--- config.mk ---
export PLATFORM = sky130hd
export DESIGN_NAME = tts_frame_parser
export DESIGN_NICKNAME = d
export VERILOG_FILES = /design/src/rtl/tfp_pkg.sv /design/src/rtl/tfp_front.sv /design/src/rtl/tfp_queue.sv /design/src/rtl/tfp_back.sv /design/src/rtl/tts_frame_parser.sv
export SDC_FILE = /design/constraint.sdc
export NUM_CORES = 1
export LEC_CHECK = 0
export ABC_AREA = 1
export ABC_CLOCK_PERIOD_IN_PS = 6600
export BUFFER_PORTS_ARGS = -buffer_cell sky130_fd_sc_hd__buf_2
export CAP_MARGIN = 20
export CORE_ASPECT_RATIO = 0.8
export CORE_UTILIZATION = 55
export CTS_CLUSTER_SIZE = 16
export DETAILED_ROUTE_END_ITERATION = 16
export PLACE_DENSITY_LB_ADDON = 0.3
export SYNTH_ARGS = -nofsm -noshare
export SYNTH_HDL_FRONTEND = slang
export SYNTH_SLANG_ARGS = --single-unit
--- constraint.sdc ---
create_clock -name clk -period 6.6 [get_ports clk]
set_clock_uncertainty 0.05 [all_clocks]
set_input_delay 0.33 -clock clk [delete_from_list [all_inputs] [get_ports clk]]
set_output_delay 0.33 -clock clk [all_outputs]
set_load 0.02 [all_outputs]
--- src/rtl/tfp_pkg.sv ---
package tfp_pkg;

	localparam int LENGTH_BITS = 32;
	localparam logic [31:0] LENGTH_LIMIT = 32'((64'd1 << LENGTH_BITS) - 64'd1);

	localparam logic [3:0] PH_HEADER    = 4'd0;
	localparam logic [3:0] PH_ERRCODE   = 4'd1;
	localparam logic [3:0] PH_EVENT     = 4'd2;
	localparam logic [3:0] PH_SESS_LEN  = 4'd3;
	localparam logic [3:0] PH_SESS_DATA = 4'd4;
	localparam logic [3:0] PH_CONN_LEN  = 4'd5;
	localparam logic [3:0] PH_CONN_DATA = 4'd6;
	localparam logic [3:0] PH_PAY_LEN   = 4'd7;
	localparam logic [3:0] PH_PAY_DATA  = 4'd8;
	localparam logic [3:0] PH_TRAIL     = 4'd9;

	localparam logic [2:0] ST_OK        = 3'd0;
	localparam logic [2:0] ST_HEADER    = 3'd1;
	localparam logic [2:0] ST_ERRCODE   = 3'd2;
	localparam logic [2:0] ST_EVENT     = 3'd3;
	localparam logic [2:0] ST_SESSION   = 3'd4;
	localparam logic [2:0] ST_CONN      = 3'd5;
	localparam logic [2:0] ST_PAYLOAD   = 3'd6;

	localparam logic [3:0] TYPE_ERROR = 4'hf;
	localparam logic [3:0] FLAG_EVENT = 4'h4;

	localparam logic [31:0] EV_START_CONN    = 32'd1;
	localparam logic [31:0] EV_FINISH_CONN   = 32'd2;
	localparam logic [31:0] EV_CONN_STARTED  = 32'd50;
	localparam logic [31:0] EV_CONN_FAILED   = 32'd51;
	localparam logic [31:0] EV_CONN_FINISHED = 32'd52;

	localparam int TDATA_BITS = 88;

	typedef struct packed {
		logic [3:0]  kind;
		logic [7:0]  value;
		logic        fend;
		logic        last;
		logic [3:0]  phase_next;
		logic [3:0]  type_nib;
		logic [3:0]  flag_nib;
		logic [31:0] event_word;
		logic [31:0] error_word;
	} tfp_item_t;

	function automatic logic [3:0] after_event(input logic [31:0] ev);
		if (ev == EV_CONN_STARTED || ev == EV_CONN_FAILED || ev == EV_CONN_FINISHED)
			return PH_CONN_LEN;
		if (ev == EV_START_CONN || ev == EV_FINISH_CONN)
			return PH_PAY_LEN;
		return PH_SESS_LEN;
	endfunction

	function automatic logic [2:0] short_status(input logic [3:0] ph);
		logic [2:0] st;
		unique case (ph)
			PH_HEADER:                 st = ST_HEADER;
			PH_ERRCODE:                st = ST_ERRCODE;
			PH_EVENT:                  st = ST_EVENT;
			PH_SESS_LEN, PH_SESS_DATA: st = ST_SESSION;
			PH_CONN_LEN, PH_CONN_DATA: st = ST_CONN;
			PH_PAY_LEN, PH_PAY_DATA:   st = ST_PAYLOAD;
			default:                   st = ST_OK;
		endcase
		return st;
	endfunction

endpackage

--- src/rtl/tfp_front.sv ---
module tfp_front import tfp_pkg::*; (
	input  logic      clk,
	input  logic      arst_n,
	input  logic      take,
	input  logic [7:0] data_byte,
	input  logic      last_byte,
	output tfp_item_t item
);

	logic [3:0]             phase_q, phase_nx;
	logic [1:0]             count_q, count_nx;
	logic [31:0]            accum_q, accum_nx;
	logic [LENGTH_BITS-1:0] remain_q, remain_nx;
	logic [3:0]             type_q, type_nx;
	logic [3:0]             flag_q, flag_nx;
	logic [31:0]            event_q, event_nx;
	logic [31:0]            error_q, error_nx;
	logic [3:0]             kind;
	logic                   fend;
	logic [31:0]            shifted;
	logic [31:0]            sat_len;

	assign kind    = (phase_q > PH_TRAIL) ? PH_TRAIL : phase_q;
	assign shifted = {accum_q[23:0], data_byte};
	assign sat_len = (shifted > LENGTH_LIMIT) ? LENGTH_LIMIT : shifted;

	always_comb begin
		phase_nx  = phase_q;
		count_nx  = count_q;
		accum_nx  = accum_q;
		remain_nx = remain_q;
		type_nx   = type_q;
		flag_nx   = flag_q;
		event_nx  = event_q;
		error_nx  = error_q;
		fend      = 1'b0;
		unique case (kind)
			PH_HEADER: begin
				if (count_q == 2'd1) begin
					type_nx = data_byte[7:4];
					flag_nx = data_byte[3:0];
				end
				count_nx = count_q + 2'd1;
				if (count_q == 2'd3) begin
					fend = 1'b1;
					if (type_q == TYPE_ERROR)
						phase_nx = PH_ERRCODE;
					else if (flag_q == FLAG_EVENT)
						phase_nx = PH_EVENT;
					else
						phase_nx = PH_PAY_LEN;
				end
			end
			PH_ERRCODE, PH_EVENT, PH_SESS_LEN, PH_CONN_LEN, PH_PAY_LEN: begin
				accum_nx = shifted;
				count_nx = count_q + 2'd1;
				if (count_q == 2'd3) begin
					fend     = 1'b1;
					accum_nx = '0;
					if (kind == PH_ERRCODE) begin
						error_nx = shifted;
						phase_nx = (flag_q == FLAG_EVENT) ? PH_EVENT : PH_PAY_LEN;
					end else if (kind == PH_EVENT) begin
						event_nx = shifted;
						phase_nx = after_event(shifted);
					end else begin
						remain_nx = sat_len[LENGTH_BITS-1:0];
						if (sat_len != '0)
							phase_nx = kind + 4'd1;
						else
							phase_nx = (kind == PH_PAY_LEN) ? PH_TRAIL : PH_PAY_LEN;
					end
				end
			end
			PH_SESS_DATA, PH_CONN_DATA, PH_PAY_DATA: begin
				if (remain_q != '0)
					remain_nx = remain_q - LENGTH_BITS'(1);
				if (remain_nx == '0) begin
					fend     = 1'b1;
					phase_nx = (kind == PH_PAY_DATA) ? PH_TRAIL : PH_PAY_LEN;
				end
			end
			default: begin
			end
		endcase
	end

	always_comb begin
		item.kind       = kind;
		item.value      = data_byte;
		item.fend       = fend;
		item.last       = last_byte;
		item.phase_next = phase_nx;
		item.type_nib   = type_nx;
		item.flag_nib   = flag_nx;
		item.event_word = event_nx;
		item.error_word = error_nx;
	end

	always_ff @(posedge clk or negedge arst_n) begin
		if (!arst_n) begin
			phase_q  <= PH_HEADER;
			count_q  <= '0;
			accum_q  <= '0;
			remain_q <= '0;
			type_q   <= '0;
			flag_q   <= '0;
			event_q  <= '0;
			error_q  <= '0;
		end else if (take) begin
			if (last_byte) begin
				phase_q  <= PH_HEADER;
				count_q  <= '0;
				accum_q  <= '0;
				remain_q <= '0;
				type_q   <= '0;
				flag_q   <= '0;
				event_q  <= '0;
				error_q  <= '0;
			end else begin
				phase_q  <= phase_nx;
				count_q  <= count_nx;
				accum_q  <= accum_nx;
				remain_q <= remain_nx;
				type_q   <= type_nx;
				flag_q   <= flag_nx;
				event_q  <= event_nx;
				error_q  <= error_nx;
			end
		end
	end

endmodule

--- src/rtl/tfp_queue.sv ---
module tfp_queue import tfp_pkg::*; (
	input  logic      clk,
	input  logic      arst_n,
	input  logic      push,
	input  tfp_item_t push_item,
	output logic      not_full,
	input  logic      pop,
	output logic      not_empty,
	output tfp_item_t pop_item
);

	tfp_item_t  slot_q [2];
	logic       wr_q;
	logic       rd_q;
	logic [1:0] fill_q;
	logic       do_push;
	logic       do_pop;

	assign not_full  = (fill_q != 2'd2);
	assign not_empty = (fill_q != 2'd0);
	assign do_push   = push && not_full;
	assign do_pop    = pop && not_empty;
	assign pop_item  = slot_q[rd_q];

	always_ff @(posedge clk) begin
		if (do_push)
			slot_q[wr_q] <= push_item;
	end

	always_ff @(posedge clk or negedge arst_n) begin
		if (!arst_n) begin
			wr_q   <= 1'b0;
			rd_q   <= 1'b0;
			fill_q <= 2'd0;
		end else begin
			if (do_push)
				wr_q <= ~wr_q;
			if (do_pop)
				rd_q <= ~rd_q;
			fill_q <= fill_q + {1'b0, do_push} - {1'b0, do_pop};
		end
	end

endmodule

--- src/rtl/tfp_back.sv ---
module tfp_back import tfp_pkg::*; (
	input  logic                  clk,
	input  logic                  arst_n,
	input  logic                  have_item,
	input  tfp_item_t             item,
	output logic                  pop,
	output logic                  out_valid,
	input  logic                  out_ready,
	output logic [TDATA_BITS-1:0] out_data,
	output logic [3:0]            out_kind,
	output logic                  out_last
);

	logic                  valid_q;
	logic [TDATA_BITS-1:0] data_q;
	logic [3:0]            kind_q;
	logic                  last_q;
	logic [2:0]            status;

	assign pop    = have_item && (!valid_q || out_ready);
	assign status = item.last ? short_status(item.phase_next) : ST_OK;

	always_ff @(posedge clk or negedge arst_n) begin
		if (!arst_n)
			valid_q <= 1'b0;
		else if (!valid_q || out_ready)
			valid_q <= have_item;
	end

	always_ff @(posedge clk) begin
		if (pop) begin
			data_q <= {4'd0, item.error_word, item.event_word, item.flag_nib,
				item.type_nib, status, item.fend, item.value};
			kind_q <= item.kind;
			last_q <= item.last;
		end
	end

	assign out_valid = valid_q;
	assign out_data  = data_q;
	assign out_kind  = kind_q;
	assign out_last  = last_q;

endmodule

--- src/rtl/tts_frame_parser.sv ---
// A transaction accepted on the slave side is written into the queue, then moved into the
// output register and presented on the master side. Throughput: one byte per cycle, sustained
// while the queue has room; the front parser updates its state once per byte.
// A two-entry queue sits between the parser and the output register, so either side may stall.
// Reset is asynchronous and active low; it returns the parser to the header phase and empties
// the queue and the output register.
module tts_frame_parser import tfp_pkg::*; (
	input  logic                  clk,
	input  logic                  arst_n,
	input  logic                  s_axis_tvalid,
	output logic                  s_axis_tready,
	input  logic [7:0]            s_axis_tdata,  // data_byte[7:0]
	input  logic                  s_axis_tlast,
	output logic                  m_axis_tvalid,
	input  logic                  m_axis_tready,
	// byte_value[7:0], field_end[8], parse_status[11:9], message_type[15:12],
	// message_flag[19:16], event_code[51:20], error_value[83:52], zero fill[87:84]
	output logic [TDATA_BITS-1:0] m_axis_tdata,
	output logic [3:0]            m_axis_tuser,  // byte_kind[3:0]
	output logic                  m_axis_tlast
);

	tfp_item_t front_item;
	tfp_item_t head_item;
	logic      take;
	logic      q_not_full;
	logic      q_not_empty;
	logic      q_pop;

	assign s_axis_tready = q_not_full;
	assign take          = s_axis_tvalid && q_not_full;

	tfp_front u_front (
		.clk       (clk),
		.arst_n    (arst_n),
		.take      (take),
		.data_byte (s_axis_tdata),
		.last_byte (s_axis_tlast),
		.item      (front_item)
	);

	tfp_queue u_queue (
		.clk       (clk),
		.arst_n    (arst_n),
		.push      (take),
		.push_item (front_item),
		.not_full  (q_not_full),
		.pop       (q_pop),
		.not_empty (q_not_empty),
		.pop_item  (head_item)
	);

	tfp_back u_back (
		.clk       (clk),
		.arst_n    (arst_n),
		.have_item (q_not_empty),
		.item      (head_item),
		.pop       (q_pop),
		.out_valid (m_axis_tvalid),
		.out_ready (m_axis_tready),
		.out_data  (m_axis_tdata),
		.out_kind  (m_axis_tuser),
		.out_last  (m_axis_tlast)
	);

endmodule

### After elaboration in Yosys (flattened, before gate mapping)

Memories as Yosys holds them, arrays and structs flattened. A register that Yosys moved wholly into a read port is not among the register bits.
Cells that the tools add are included.

* bits of input ports: 13
* ROM bits: 48
* RAM bits: 180
* bits in registers: 225
* memories kept: 2
* latch bits: 0

Memories
* u_queue.slot_q: words 2, width 90, read ports 1, clocked after memory_dff 0, wr ports 1, RTL line tfp_queue.sv:12 `tfp_item_t slot_q [2];`
* (name not given): words 16, width 3, read ports 1, clocked after memory_dff 1, wr ports 0, RTL line tfp_pkg.sv:58 `unique case (ph)`

* divide/modulo/power cells: 0
* muxes and demuxes: 61
* reductions and logical operators: 24
* shifts and indexed selects: 0
* bitwise logic cells: 2
* equal/unequal tests: 21
* multiply operators: 0
* add/subtract/negate cells: 5
* magnitude comparators: 2

Operators with widths (number)
* 2-to-1 mux 32 bit: 16
* equality test 32 x 6 -> 1 bit (second input constant): 3
* 2-to-1 mux 4 bit: 21
* 2-to-1 mux 24 bit: 3
* one-hot mux 32 bit (2 select lines): 1
* nonzero test 32 bit: 2
* equality test 32 x 1 -> 1 bit (second input constant): 1
* equality test 32 x 2 -> 1 bit (second input constant): 1
* > comparator 32 bit (second input constant): 1
* zero test 32 bit: 1
* subtractor 32 x 1 -> 32 bit (second input constant): 1
* equality test 4 x 3 -> 1 bit (second input constant): 5
* 2-to-1 mux 1 bit: 15
* one-hot mux 4 bit (3 select lines): 1
* equality test 4 x 2 -> 1 bit (second input constant): 2
* equality test 4 bit (second input constant): 2
* inequality test 3 bit (second input constant): 2
* nonzero test 2 bit: 3
* OR reduction 6 bit: 1
* AND reduction 5 bit: 1
* OR reduction 5 bit: 1
* adder 4 x 1 -> 4 bit (second input constant): 1
* equality test 4 x 1 -> 1 bit (second input constant): 1
* > comparator 4 bit (second input constant): 1
* other kinds (18): 28

### Longest topological paths before layout

* depth in word-level cells: 20
* depth in mapped cells: 19

### Hierarchy

A second synthesis with hierarchy kept.

* cell total of the unflattened synthesis: 1863
* area, all modules: 18114.9 µm²

Modules (own cells, without submodules)
* tfp_front: times used 1, area an instance 8435.6 µm², sequential area each 3353.2 µm², cells an instance 1242
* tfp_queue: times used 1, area an instance 6825.3 µm², sequential area each 5505.3 µm², cells an instance 501
* tfp_back: times used 1, area an instance 2846.5 µm², sequential area each 2697.6 µm², cells an instance 118
* tts_frame_parser: times used 1, area an instance 7.5 µm², sequential area each 0.0 µm², cells an instance 2

### Worst setup path after synthesis

No wires, ideal clock.

* path kind: flip-flop to flip-flop
* start: register u_back.valid_q (netlist: u_back.out_valid)
* end: register u_queue.fill_q[1]
* setup slack: 0.246 ns
* cell stages (with the launch flop): 9
* data arrival time: 6.225 ns
* setup time: 0.079 ns
* required time: 6.471 ns
* period minus slack after synthesis: 6.354 ns
* buffers on the path: 0
* path through: dfrtp_1 inv_1 nor2_1 a21oi_1 ha_1 inv_1 ha_1 xnor2_1 xor2_1

* cells in the longest elaborated chain, start to end: 5

RTL lines
* start, declared: RTL line tfp_back.sv:14 `logic valid_q;`
* start signal, assigned: RTL line tfp_back.sv:27 `valid_q <= have_item;`
* zero test 1 bit: RTL line tfp_back.sv:20 `assign pop = have_item && (!valid_q || out_ready);`
* logical OR 1 bit: RTL line tfp_back.sv:20
* logical AND 1 bit: RTL line tfp_back.sv:20
* via q_pop: RTL line tts_frame_parser.sv:28 `logic q_pop;`
* logical AND 1 bit: RTL line tfp_queue.sv:22 `assign do_pop = pop && not_empty;`
* subtractor 2 x 1 -> 2 bit: RTL line tfp_queue.sv:40 `fill_q <= fill_q + {1'b0, do_push} - {1'b0, do_pop};`
* end signal, assigned: RTL line tfp_queue.sv:40
* end, declared: RTL line tfp_queue.sv:15 `logic [1:0] fill_q;`

The timed path passes the listed nets, and every way through them passes these cells.
A chain may end at the register's enable or synchronous reset.

==> results.cfg <==
[run_status]
outcome = completed

[global_routing]
grt_pass1_vias = 11600
grt_max_degree = 92
grt_use_total = 0.248
overflow = 0
antenna_found_initial = 0
grt_pass1_wl_um = 63300

[synth]
netlist_top_cells_area = edfxtp_1 45%, dfrtp_1 20%, nand2_1 12%
synth_area_mm2 = 0.0178
syn_area_per_cell_um2 = 9.82
ys_ff_latch = 408
synth_largest_area_cell = edfxtp_1
ys_types = 43
ys_warn_count = 0
ys.flop_type = edfxtp_1
synth_cells = 1812
synth_edf_count = 269
synth_top_area_share = 0.454
ys_async_sr_fraction = 0.341
ys_seq_area_frac = 0.650

[final_layout]
area_growth_pct = 12.8
layout-drive-gt1-share = 0.114
diodes = 0
nets = 1928
final_core_util = 0.634
final_area_mm2 = 0.0201

[worst_setup_path]
worst-path-buf-inv = 7
r2r-start = u_front.phase_q[2]
crit_path_start_kind = flop
cp.depth = 18
required_ns = 6.96
crit_family = buffers and inverters
cpPeakStageDelay_ns = 0.48
reg2regPathDepth = 18
critical_path.endpoint = u_front.remain_q[26]
path_cells = inv_1 -> a21oi_1 -> nor2_1 -> inv_1 -> ha_1 -> inv_1 -> a21oi_2 -> buf_4 -> inv_2 -> nand2_1 -> o21ai_1 -> a21oi_2 -> buf_4 -> nand2_1 -> buf_4 -> a21oi_1 -> nand2_1 -> o21ai_0
cp_max_fo = 42
crit_start = u_front.phase_q[2]
rr_endpoint = u_front.remain_q[26]
criticalPathCategory = flop to flop
arrival_ns = 4.22
crit_slowest_cell = inv_2
critPathCaptureType = flop
reg2reg_setup_slack_ns = 2.74

[clock_tree]
cts_tree = done
numCtsBuffers = 41
cts_sinks = 408
worstSkewPairLatency_ns = 0.55
clk_pin_slew_worst_paths_ns = 0.06
htree_levels = 2
post_cts_buffers = 0
cts-root-buf = clkbuf_16
cts_buffer_depth = 3

[sta]
slew_viol_final = 0
worst_slew_pin_slew_ns = 1.05
fin_setup_tns_ns = 0
finalSetupViolations = 0
post-route-min-period_ns = 3.86
rsz0062_at_grt = no
period_share = 0.584
clock.fmax_mhz = 259
finalHoldViolCount = 0
slew-limit-headroom = 0.299
finalWorstSetupSlack_ns = 2.74

[drt]
drt-initial-drc-count = 1123
vias_per_cell = 5.38
detail_route.wl_per_cell_um = 17.1
drt_pre_antenna_iters = 7
drt_wl_total_um = 40300
drc_errors = 0
routed-via-count = 12700
ant_nets = 0

[placed_design]
gp_routability_congestion = 0.972
placed_area_mm2 = 0.0187
port_buffers = 103
dp_slack_ns = 2.85
place.detailed.hpwl_um = 25600

[floorplan]
die_w_um = 203
rows = 58
top_level_ports = 108
initial_core_util = 0.562
die_h_um = 163
core_mm2 = 0.0316
dieArea_mm2 = 0.0331

[min_path]
min_path_type = primary input to flop

[flow_run]
drv_cap = 0

[power]
ir_worst_vdd_mv = 0.386
powerDensity_mw_per_mm2 = 537
leakagePower_nw = 9.47
==> Yosys cell counts, types with 5 or more instances <==
cell and instances:
ha_1 12, inv_1 247, o22ai_1 72, edfxtp_1 269, buf_1 7, xor2_1 8, nor4_1 5, nor2_2 5
o21ai_0 156, nor2_4 5, nand4_1 14, a21oi_1 41, nand3_1 56, nor2_1 100, buf_2 7, clkbuf_1 57
dfrtp_1 139, nand2_1 565
==> power by group <==
group	leakage (nW)	internal (W)	switching (W)
clock network	0.677	0.00137	0.000965
logic	4.29	0.00115	0.00308
registers	4.50	0.00382	0.000396
==> worst min-delay path by stage <==
stage	from	slack, ns	cells past startpoint	to
floorplan	arst_n	-0.02	0	u_back.out_valid
global placement	arst_n	0.39	1	u_queue.fill_q[0]
detailed placement	arst_n	0.40	1	u_queue.fill_q[1]
CTS	s_axis_tlast	0.03	1	u_queue.slot_q[0][76]
global route	s_axis_tlast	0.03	1	u_queue.slot_q[0][76]
finish	s_axis_tlast	0.04	1	u_queue.slot_q[0][76]
==> through the flow <==
| stage | total power [W] | cells | hold WS (ns) |
|---|---|---|---|
| 3_5_place_dp | 0.00845 | 2279 | 0.401 |
| 3_3_place_gp | 0.00837 | 2279 | 0.393 |
| 2_1_floorplan | 0.00718 | 1815 | -0.0156 |
| 5_1_grt | 0.0115 | 2356 | 0.0339 |
| 6_report | 0.0108 | 2356 | 0.0400 |
| 4_1_cts | 0.0108 | 2356 | 0.0258 |
==> final cells by class <==
class	count	area, um2
timing repair buffer	122	667
inverter	251	947
clock buffer	60	1180
tap	420	526
multi-input combinational	1079	5010
clock inverter	16	188
sequential	408	11600
fill	2509	11600
==> cell usage in the layout (no fill, tap or decap), types with 4 or more instances in the layout <==
master / synthesis / final
clkbuf_1: 57 / 13
or2_2: 4 / 4
clkbuf_16: 0 / 43
dfrtp_1: 139 / 138
clkbuf_8: 0 / 4
nor2_4: 5 / 7
conb_1: 1 / 4
nand3_1: 56 / 55
inv_1: 247 / 245
clkinv_2: 0 / 8
o22ai_1: 72 / 72
nor2_1: 100 / 98
nor4_1: 5 / 5
o21ai_0: 156 / 156
nor2_2: 5 / 5
buf_2: 7 / 102
nand4_1: 14 / 14
a21oi_1: 41 / 38
inv_2: 2 / 4
buf_4: 4 / 18
nand2_1: 565 / 565
xor2_1: 8 / 8
edfxtp_1: 269 / 269
nor3_1: 4 / 4
ha_1: 12 / 12
==> layer usage <==
layer  global-route usage  part of all wire  vias to the layer above
met2                0.374              0.44                      445
met5                    0                 0                        -
met1                0.365              0.46                     6028
li1                     -                 -                     6126
met4               0.0694             0.019                        0
met3               0.0522             0.080                       66
==> flip-flops by register name (all words and copies together) (netlist names), 2 cells and up <==
signal / cells
u_back.out_data: 84
u_back.out_kind: 4
u_front.accum_q: 24
u_front.count_q: 2
u_front.error_q: 32
u_front.event_q: 32
u_front.flag_q: 4
u_front.phase_q: 4
u_front.remain_q: 32
u_front.type_q: 4
u_queue.fill_q: 2
u_queue.slot_q: 180
==> logic make-up after synthesis <==
group,Yosys count,synth area share
compound gates,285,0.0886
xor+xnor,10,0.00492
fa+ha+maj,12,0.00844
buf+inv,328,0.0717
flops,408,0.650
mux,1,0.000563
other cells,1,0.000211
simple gates,767,0.176
==> timing repair <==
action | CTS | global route
gates resized for setup | 0 | 0
hold endpoints to repair | 79 | 0
hold buffers | 1 | 0
(Power assumes the default switching activity.)
